--- config.mk ---
export PLATFORM = sky130hd
export DESIGN_NAME = k_way_sorted_merge_unit
export DESIGN_NICKNAME = d
export VERILOG_FILES = /design/src/kwsm_pkg.sv /design/src/kwsm_cell.sv /design/src/kwsm_chain.sv /design/src/k_way_sorted_merge_unit.sv
export VERILOG_INCLUDE_DIRS = /design/src /design/src/src
export SDC_FILE = /design/constraint.sdc
export NUM_CORES = 2
export LEC_CHECK = 0
export BUFFER_PORTS_ARGS = -buffer_cell sky130_fd_sc_hd__buf_2
export CAP_MARGIN = 20
export CORE_ASPECT_RATIO = 0.75
export CORE_MARGIN = 2
export CORE_UTILIZATION = 35
export CTS_CLUSTER_DIAMETER = 80
export DETAILED_ROUTE_END_ITERATION = 8
export PLACE_DENSITY = 0.53
export SYNTH_ARGS = -nofsm -noshare
export SYNTH_HDL_FRONTEND = slang
export SYNTH_HIERARCHICAL = 1
export SYNTH_SLANG_ARGS = --single-unit
--- constraint.sdc ---
create_clock -name clk -period 8.6 [get_ports clk]
set_input_delay 1.29 -clock clk [delete_from_list [all_inputs] [get_ports clk]]
set_output_delay 1.29 -clock clk [all_outputs]
set_load 0.01 [all_outputs]
--- src/k_way_sorted_merge_unit_macros.svh ---
// Assertion macros for the k-way sorted merge unit.
// Needs signals named clk and rst_n in the including module.
`ifndef K_WAY_SORTED_MERGE_UNIT_MACROS_SVH
`define K_WAY_SORTED_MERGE_UNIT_MACROS_SVH

// check a property at every rising clock edge out of reset
`define KWSM_ASSERT(lbl, prop) \
    lbl: assert property (@(posedge clk) disable iff (!rst_n) (prop)) \
        else $error("kwsm assertion failed");

// check that a condition in one cycle implies another in the next
`define KWSM_ASSERT_NEXT(lbl, ante, cons) \
    lbl: assert property (@(posedge clk) disable iff (!rst_n) (ante) |=> (cons)) \
        else $error("kwsm assertion failed");

`endif

--- src/kwsm_pkg.sv ---
// Package for the k-way sorted merge unit: sizes, entry and control types,
// and the order compare. No dependencies.
`default_nettype none

package kwsm_pkg;

    localparam int LANES   = 16;
    localparam int VALUE_W = 32;
    localparam int LANE_W  = 4;
    localparam int CNT_W   = $clog2(LANES + 1);
    localparam int CFG_W   = 5;

    typedef struct packed {
        logic signed [VALUE_W-1:0] value;
        logic [LANE_W-1:0]         lane;
    } entry_t;

    typedef struct packed {
        logic insert;
        logic pop;
    } chain_ctrl_t;

    typedef enum logic [1:0] {
        S_IDLE = 2'b01,
        S_EMIT = 2'b10
    } state_t;

    function automatic logic key_less(input entry_t a, input entry_t b);
        logic lt_v;
        logic eq_v;
        lt_v = $signed(a.value) < $signed(b.value);
        eq_v = a.value == b.value;
        return lt_v || (eq_v && (a.lane < b.lane));
    endfunction

endpackage

`default_nettype wire

--- src/kwsm_cell.sv ---
// One cell of the sorted chain: holds one entry, shifts it left on a pop
// and makes room for an insert. Depends on kwsm_pkg.
`default_nettype none

module kwsm_cell (
    input  logic                 clk,
    input  kwsm_pkg::chain_ctrl_t ctrl,
    input  kwsm_pkg::entry_t     new_entry,
    input  logic                 occ,
    input  kwsm_pkg::entry_t     left_entry,
    input  logic                 left_lt,
    input  kwsm_pkg::entry_t     right_entry,
    output kwsm_pkg::entry_t     entry,
    output logic                 lt
);
    import kwsm_pkg::*;

    entry_t entry_reg;
    entry_t entry_next;

    assign lt    = !occ || key_less(new_entry, entry_reg);
    assign entry = entry_reg;

    always_comb
    begin
        entry_next = entry_reg;
        if (ctrl.pop)
        begin
            entry_next = right_entry;
        end
        else if (ctrl.insert && lt)
        begin
            entry_next = left_lt ? left_entry : new_entry;
        end
    end

    always_ff @(posedge clk)
    begin
        entry_reg <= entry_next;
    end

endmodule

`default_nettype wire

--- src/kwsm_chain.sv ---
// Row of kwsm_cell instances kept in ascending order, smallest at cell 0.
// Depends on kwsm_pkg and kwsm_cell.
`default_nettype none

module kwsm_chain (
    input  logic                   clk,
    input  kwsm_pkg::chain_ctrl_t  ctrl,
    input  kwsm_pkg::entry_t       new_entry,
    input  logic [kwsm_pkg::CNT_W-1:0] cnt,
    output kwsm_pkg::entry_t       head,
    output kwsm_pkg::entry_t       second
);
    import kwsm_pkg::*;

    entry_t entries [LANES];
    logic   lts     [LANES];

    genvar i;
    generate
        for (i = 0; i < LANES; i++)
        begin : g_cell
            entry_t left_e;
            logic   left_l;
            entry_t right_e;
            logic   occ_i;

            assign occ_i = CNT_W'(i) < cnt;

            if (i == 0)
            begin : g_first
                assign left_e = new_entry;
                assign left_l = 1'b0;
            end
            else
            begin : g_mid
                assign left_e = entries[i-1];
                assign left_l = lts[i-1];
            end

            if (i == LANES - 1)
            begin : g_last
                assign right_e = '0;
            end
            else
            begin : g_body
                assign right_e = entries[i+1];
            end

            kwsm_cell u_cell (
                .clk         (clk),
                .ctrl        (ctrl),
                .new_entry   (new_entry),
                .occ         (occ_i),
                .left_entry  (left_e),
                .left_lt     (left_l),
                .right_entry (right_e),
                .entry       (entries[i]),
                .lt          (lts[i])
            );
        end
    endgenerate

    assign head   = entries[0];
    assign second = entries[1];

endmodule

`default_nettype wire

--- src/k_way_sorted_merge_unit.sv ---
// Top level of the k-way sorted merge unit: load/merge control, output
// register and the sorted cell chain. Depends on kwsm_pkg, kwsm_chain and the macros header.
//
//  channel  | handshake           | payload
//  ---------+---------------------+----------------------------------------
//  input    | in_valid / in_ready | lane, value, lane_empty
//  output   | out_valid/out_ready | merged_value, source_lane, has_value,
//           |                     | done_res, status
//  config   | cfg_we              | cfg_wdata (lanes_in_use)
//
// An item that yields a result is accepted and inserted into the chain, then
// the emit state pops the chain head into the output register or writes done
// or an error status. A load item yielding no result skips the emit state,
// which waits while the output register is full and not taken. Reset clears
// control state only; chain entries past the held count are never read.
`default_nettype none

module k_way_sorted_merge_unit (
    input  logic                          clk,
    input  logic                          rst_n,
    input  logic                          in_valid,
    output logic                          in_ready,
    input  logic [kwsm_pkg::LANE_W-1:0]   lane,
    input  logic signed [kwsm_pkg::VALUE_W-1:0] value,
    input  logic                          lane_empty,
    output logic                          out_valid,
    input  logic                          out_ready,
    output logic signed [kwsm_pkg::VALUE_W-1:0] merged_value,
    output logic [kwsm_pkg::LANE_W-1:0]   source_lane,
    output logic                          has_value,
    output logic                          done_res,
    output logic                          status,
    input  logic                          cfg_we,
    input  logic [kwsm_pkg::CFG_W-1:0]    cfg_wdata
);
    import kwsm_pkg::*;

    `include "k_way_sorted_merge_unit_macros.svh"

    state_t            state_reg, state_next;
    logic [CNT_W-1:0]  cnt_reg, cnt_next;
    logic [CNT_W-1:0]  reported_reg, reported_next;
    logic              merging_reg, merging_next;
    logic [LANE_W-1:0] awaited_reg, awaited_next;
    logic              finished_reg, finished_next;
    logic [CFG_W-1:0]  lanes_reg, lanes_next;
    logic              err_reg, err_next;
    logic              out_valid_reg, out_valid_next;

    logic signed [VALUE_W-1:0] value_reg, value_next;
    logic [LANE_W-1:0]  src_reg, src_next;
    logic               has_reg, has_next;
    logic               done_reg, done_next;
    logic               status_reg, status_next;

    chain_ctrl_t       ctrl;
    entry_t            new_entry;
    entry_t            head;
    entry_t            second;
    logic [CNT_W-1:0]  eff_lanes;
    logic [CNT_W-1:0]  reported_inc;
    logic              accept;
    logic              wrong;
    logic              out_free;

    assign in_ready        = state_reg == S_IDLE;
    assign accept          = in_valid && in_ready;
    assign wrong           = finished_reg || (lane != awaited_reg);
    assign out_free        = !out_valid_reg || out_ready;
    assign new_entry.value = value;
    assign new_entry.lane  = lane;
    assign reported_inc    = reported_reg + CNT_W'(1);

    always_comb
    begin
        priority if (lanes_reg == '0)
            eff_lanes = CNT_W'(1);
        else if (CNT_W'(lanes_reg) > CNT_W'(LANES))
            eff_lanes = CNT_W'(LANES);
        else
            eff_lanes = CNT_W'(lanes_reg);
    end

    always_comb
    begin
        state_next     = state_reg;
        cnt_next       = cnt_reg;
        reported_next  = reported_reg;
        merging_next   = merging_reg;
        awaited_next   = awaited_reg;
        finished_next  = finished_reg;
        lanes_next     = cfg_we ? cfg_wdata : lanes_reg;
        err_next       = err_reg;
        out_valid_next = out_valid_reg;
        value_next     = value_reg;
        src_next       = src_reg;
        has_next       = has_reg;
        done_next      = done_reg;
        status_next    = status_reg;
        ctrl           = '0;

        if (out_valid_reg && out_ready)
        begin
            out_valid_next = 1'b0;
        end

        unique case (state_reg)
            S_IDLE:
            begin
                if (accept)
                begin
                    if (wrong)
                    begin
                        err_next   = 1'b1;
                        state_next = S_EMIT;
                    end
                    else
                    begin
                        err_next = 1'b0;
                        if (!lane_empty && (cnt_reg < CNT_W'(LANES)))
                        begin
                            ctrl.insert = 1'b1;
                            cnt_next    = cnt_reg + CNT_W'(1);
                        end
                        if (!merging_reg)
                        begin
                            reported_next = reported_inc;
                            awaited_next  = awaited_reg + LANE_W'(1);
                            if (reported_inc >= eff_lanes)
                            begin
                                merging_next = 1'b1;
                                state_next   = S_EMIT;
                            end
                        end
                        else
                        begin
                            state_next = S_EMIT;
                        end
                    end
                end
            end
            S_EMIT:
            begin
                if (out_free)
                begin
                    out_valid_next = 1'b1;
                    value_next     = '0;
                    src_next       = '0;
                    has_next       = 1'b0;
                    done_next      = 1'b0;
                    status_next    = 1'b0;
                    priority if (err_reg)
                    begin
                        status_next = 1'b1;
                    end
                    else if (cnt_reg == '0)
                    begin
                        done_next     = 1'b1;
                        finished_next = 1'b1;
                    end
                    else
                    begin
                        value_next   = head.value;
                        src_next     = head.lane;
                        has_next     = 1'b1;
                        awaited_next = head.lane;
                        ctrl.pop     = 1'b1;
                        cnt_next     = cnt_reg - CNT_W'(1);
                    end
                    state_next = S_IDLE;
                end
            end
            default:
            begin
                state_next = S_IDLE;
            end
        endcase
    end

    always_ff @(posedge clk or negedge rst_n)
    begin
        if (!rst_n)
        begin
            state_reg     <= S_IDLE;
            cnt_reg       <= '0;
            reported_reg  <= '0;
            merging_reg   <= 1'b0;
            awaited_reg   <= '0;
            finished_reg  <= 1'b0;
            lanes_reg     <= CFG_W'(LANES);
            err_reg       <= 1'b0;
            out_valid_reg <= 1'b0;
        end
        else
        begin
            state_reg     <= state_next;
            cnt_reg       <= cnt_next;
            reported_reg  <= reported_next;
            merging_reg   <= merging_next;
            awaited_reg   <= awaited_next;
            finished_reg  <= finished_next;
            lanes_reg     <= lanes_next;
            err_reg       <= err_next;
            out_valid_reg <= out_valid_next;
        end
    end

    always_ff @(posedge clk)
    begin
        value_reg  <= value_next;
        src_reg    <= src_next;
        has_reg    <= has_next;
        done_reg   <= done_next;
        status_reg <= status_next;
    end

    kwsm_chain u_chain (
        .clk       (clk),
        .ctrl      (ctrl),
        .new_entry (new_entry),
        .cnt       (cnt_reg),
        .head      (head),
        .second    (second)
    );

    assign out_valid    = out_valid_reg;
    assign merged_value = value_reg;
    assign source_lane  = src_reg;
    assign has_value    = has_reg;
    assign done_res     = done_reg;
    assign status       = status_reg;

    `KWSM_ASSERT(a_cnt_bound, cnt_reg <= CNT_W'(LANES))
    `KWSM_ASSERT(a_finished_err_only, (state_reg == S_EMIT && finished_reg) |-> err_reg)
    `KWSM_ASSERT(a_head_order, (cnt_reg >= CNT_W'(2)) |-> !key_less(second, head))
    `KWSM_ASSERT_NEXT(a_pop_count, ctrl.pop, cnt_reg == $past(cnt_reg) - CNT_W'(1))

endmodule

`default_nettype wire
==> impl_metrics.env <==
export IMPL_syn_inst=4841
export IMPL_clock_latency_ns=0.67
export IMPL_die_w_um=429
export IMPL_grt_pass1_vias=35453
export IMPL_synth_most_common_cell="nand2_1"
export IMPL_yosysTopAreaCell="edfxtp_1"
export IMPL_initial_core_util=0.354
export IMPL_fin_ws_ns=3.48
export IMPL_p_leak_nw=24.0
export IMPL_cts_buffers=75
export IMPL_fin_crit_sh=0.595
export IMPL_grt_total_usage=0.183
export IMPL_switchingPower_mw=3.06
export IMPL_hp_class="flop to flop"
export IMPL_tritoncts="done"
export IMPL_num_rows=116
export IMPL_outcome="completed"
export IMPL_ys_types=64
export IMPL_cts_hold_buf=0
export IMPL_via_per_inst=5.28
export IMPL_synth_area_mm2=0.0474
export IMPL_max_freq_ghz=0.195
export IMPL_yosysWarnings=6
export IMPL_pwr_share_clk=0.331
export IMPL_core_area_mm2=0.134
export IMPL_syn_avg_cell_area_um2=9.79
export IMPL_finalCoreUtilization=0.393
export IMPL_crit_family="compound AO/OA/AOI/OAI gates"
export IMPL_largest_reg_flops=576
export IMPL_antenna_found_initial=4
export IMPL_synth_area_top_cells="edfxtp_1 39%, ha_1 15%, mux2i_1 12%"
export IMPL_cts_repair_resized=0
export IMPL_hpwl_mm=93.8
export IMPL_fp_dieH_um=323
export IMPL_power_internal_mw=6.60
export IMPL_drv_cap=0
export IMPL_regToRegEndpoint="u_chain/g_cell[8].u_cell/entry[25]"
export IMPL_post_route_cells_drive_above_1_share=0.0740
export IMPL_vdd_drop_max_mv=0.102
export IMPL_hold_start="reported_reg[4]"
export IMPL_dr_first_iter_drc_count=2973
export IMPL_crit_type="primary input to flop"
export IMPL_cts_buffer_depth=3
export IMPL_power_frac_seq=0.406
export IMPL_port_buffers=87
export IMPL_r2r_start="cnt_reg[4]"
export IMPL_synth_common_cells="678 x nand2_1, 615 x edfxtp_1, 589 x o21ai_0, 586 x inv_1, 577 x mux2i_1"
export IMPL_cp_cell_sequence="buf_2 > buf_4 > ha_1 > nand4_1 > nor4_1 > nand3_1 > a21oi_1 > nor4_1 > a311oi_4 > buf_4"
export IMPL_period_minus_slack_ns=5.12
export IMPL_startpoint_type="primary input"
export IMPL_synth_edf_count=615
export IMPL_finalSetupTns_ns=0
export IMPL_clkSinkCount=640
export IMPL_clkSlewWorstSetupHoldPaths_ns=0.06
export IMPL_hold_path_endpoint="reported_reg[4]"
export IMPL_routabilityCongestion=0.805
export IMPL_worst_slew_pin_slew_ns=1.13
export IMPL_n_antenna_cell=0
export IMPL_ant_nets=0
export IMPL_rsz0062_at_grt="no"
export IMPL_worstPathMaxFanout=23
export IMPL_synthFlopType="edfxtp_1"
export IMPL_critPathMaxStageDelay_ns=1.03
export IMPL_wl_mm=128
export IMPL_clockRootBuffer="clkbuf_16"
export IMPL_grt_overflow=0
export IMPL_powerDensity_mw_per_mm2=184
export IMPL_slew_viol_final=0
export IMPL_cp_end_kind="flop"
export IMPL_totalPowerFinal_mw=9.67
export IMPL_fp_dieArea_mm2=0.138
export IMPL_grt_pass1_wl_mm=204
export IMPL_place_ws_ns=2.90
export IMPL_finalSetupViolations=0
export IMPL_h_tree_depth=3
export IMPL_min_path_cells=1
export IMPL_post_cts_buffers=0
export IMPL_cp_slowest_cell="a311oi_4"
export IMPL_crit_arrival_ns=5.45
export IMPL_drt_pass1_iter_count=6
export IMPL_wl_per_cell_um=19.1
export IMPL_power_frac_comb=0.263
export IMPL_cp_required_ns=8.92
export IMPL_max_slew_margin=0.244
export IMPL_rr_worst_depth=6
export IMPL_path_buf_inv=3
export IMPL_nNetsFinal=5520
export IMPL_synthArstFlopShare=0.0391
export IMPL_synth_seq_area_share=0.403
export IMPL_layout_cells_non_filler=6729
export IMPL_r2r_setup_slack_ns=4.22
export IMPL_yosysTopAreaCellShare=0.390
export IMPL_fin_skew_ns=0.0249
export IMPL_yosys_register_bits=640
export IMPL_grt_max_degree=225
export IMPL_area_growth_pct=11.1
export IMPL_vias=35534
export IMPL_io_pin_count=88
export IMPL_route_detailed_drc=0
export IMPL_final_hold_violation_count=0
export IMPL_place_inst=6593
export IMPL_swShare=0.317
## power groups by stage
stage | logic [mW] | registers, mW | clock network [mW]
4_1_cts | 2.55 | 3.93 | 3.29
3_5_place_dp | 2.54 | 3.99 | 0
6_report | 2.55 | 3.92 | 3.20
2_1_floorplan | 1.85 | 3.94 | 0
5_1_grt | 2.84 | 3.95 | 3.40
3_3_place_gp | 2.50 | 3.99 | 0
## through the flow
stage               cell area [µm²]  hold slack [ns]
finish                        52700            0.497
floorplan                     47500            0.465
detailed placement            50300            0.488
global route                  52700            0.528
CTS                           52600            0.501
global placement              50300            0.489
## worst reg2reg max path: stages (launching register included)
cell and delay (ns):
dfrtp_1 0.82, nor4_1 0.20, a21oi_2 0.21, and2_4 0.71, buf_4 0.79, buf_4 0.98
o21ai_0 0.37
## how the worst max path moves through the flow
stage              start                            endpoint  slack (ns)  cells past startpoint
2_1_floorplan  out_ready   u_chain/g_cell[0].u_cell/entry[0]        0.90                      6
3_3_place_gp   value[14]   u_chain/g_cell[0].u_cell/entry[8]        2.97                     10
3_5_place_dp   value[14]   u_chain/g_cell[0].u_cell/entry[9]        2.90                     10
4_1_cts        value[14]   u_chain/g_cell[0].u_cell/entry[9]        3.59                     10
5_1_grt        value[14]  u_chain/g_cell[0].u_cell/entry[11]        3.23                     10
6_report       value[14]  u_chain/g_cell[1].u_cell/entry[18]        3.48                     10
## layer usage
layer / GRT usage / routed length, µm / vias to the layer above / part of all wire
li1: - / - / 17535 / -
met1: 0.286 / 68600 / 17297 / 0.53
met2: 0.266 / 52300 / 586 / 0.41
met3: 0.0272 / 5700 / 108 / 0.044
met4: 0.0298 / 1620 / 8 / 0.013
met5: 0 / 52 / - / 0.00041
## placed cells by master, fill, tap and decap left out, drive strengths merged, types with 83 or more instances in the layout
master and n:
a21oi 217, buf 148, inv 589, o21ai 638, nand3 84, ha 570
nand4 83, nand2 678, nor2 88, clkbuf 100, a21o 83, mux2i 577
edfxtp 615
## cell type report
cell class / count / area (µm²)
clock inverters: 34 / 293
flip-flops and latches: 640 / 19100
repair buffers: 148 / 933
multi-input cells: 3451 / 25900
well taps: 1770 / 2210
clock buffers: 100 / 2050
inverters: 586 / 2200
fillers: 13332 / 81300
## cell families after synthesis
group,after synthesis,synth area share
AOI/OAI and AO/OA,1089,0.140
and+or+nand+nor,1155,0.116
DFF,640,0.403
adders and majority gates,571,0.151
xor gates and xnor gates,17,0.00330
buffers and inverters,786,0.0638
other,1,0.0000791
muxes,582,0.123
Note: power is estimated with default switching activity, not from simulation.
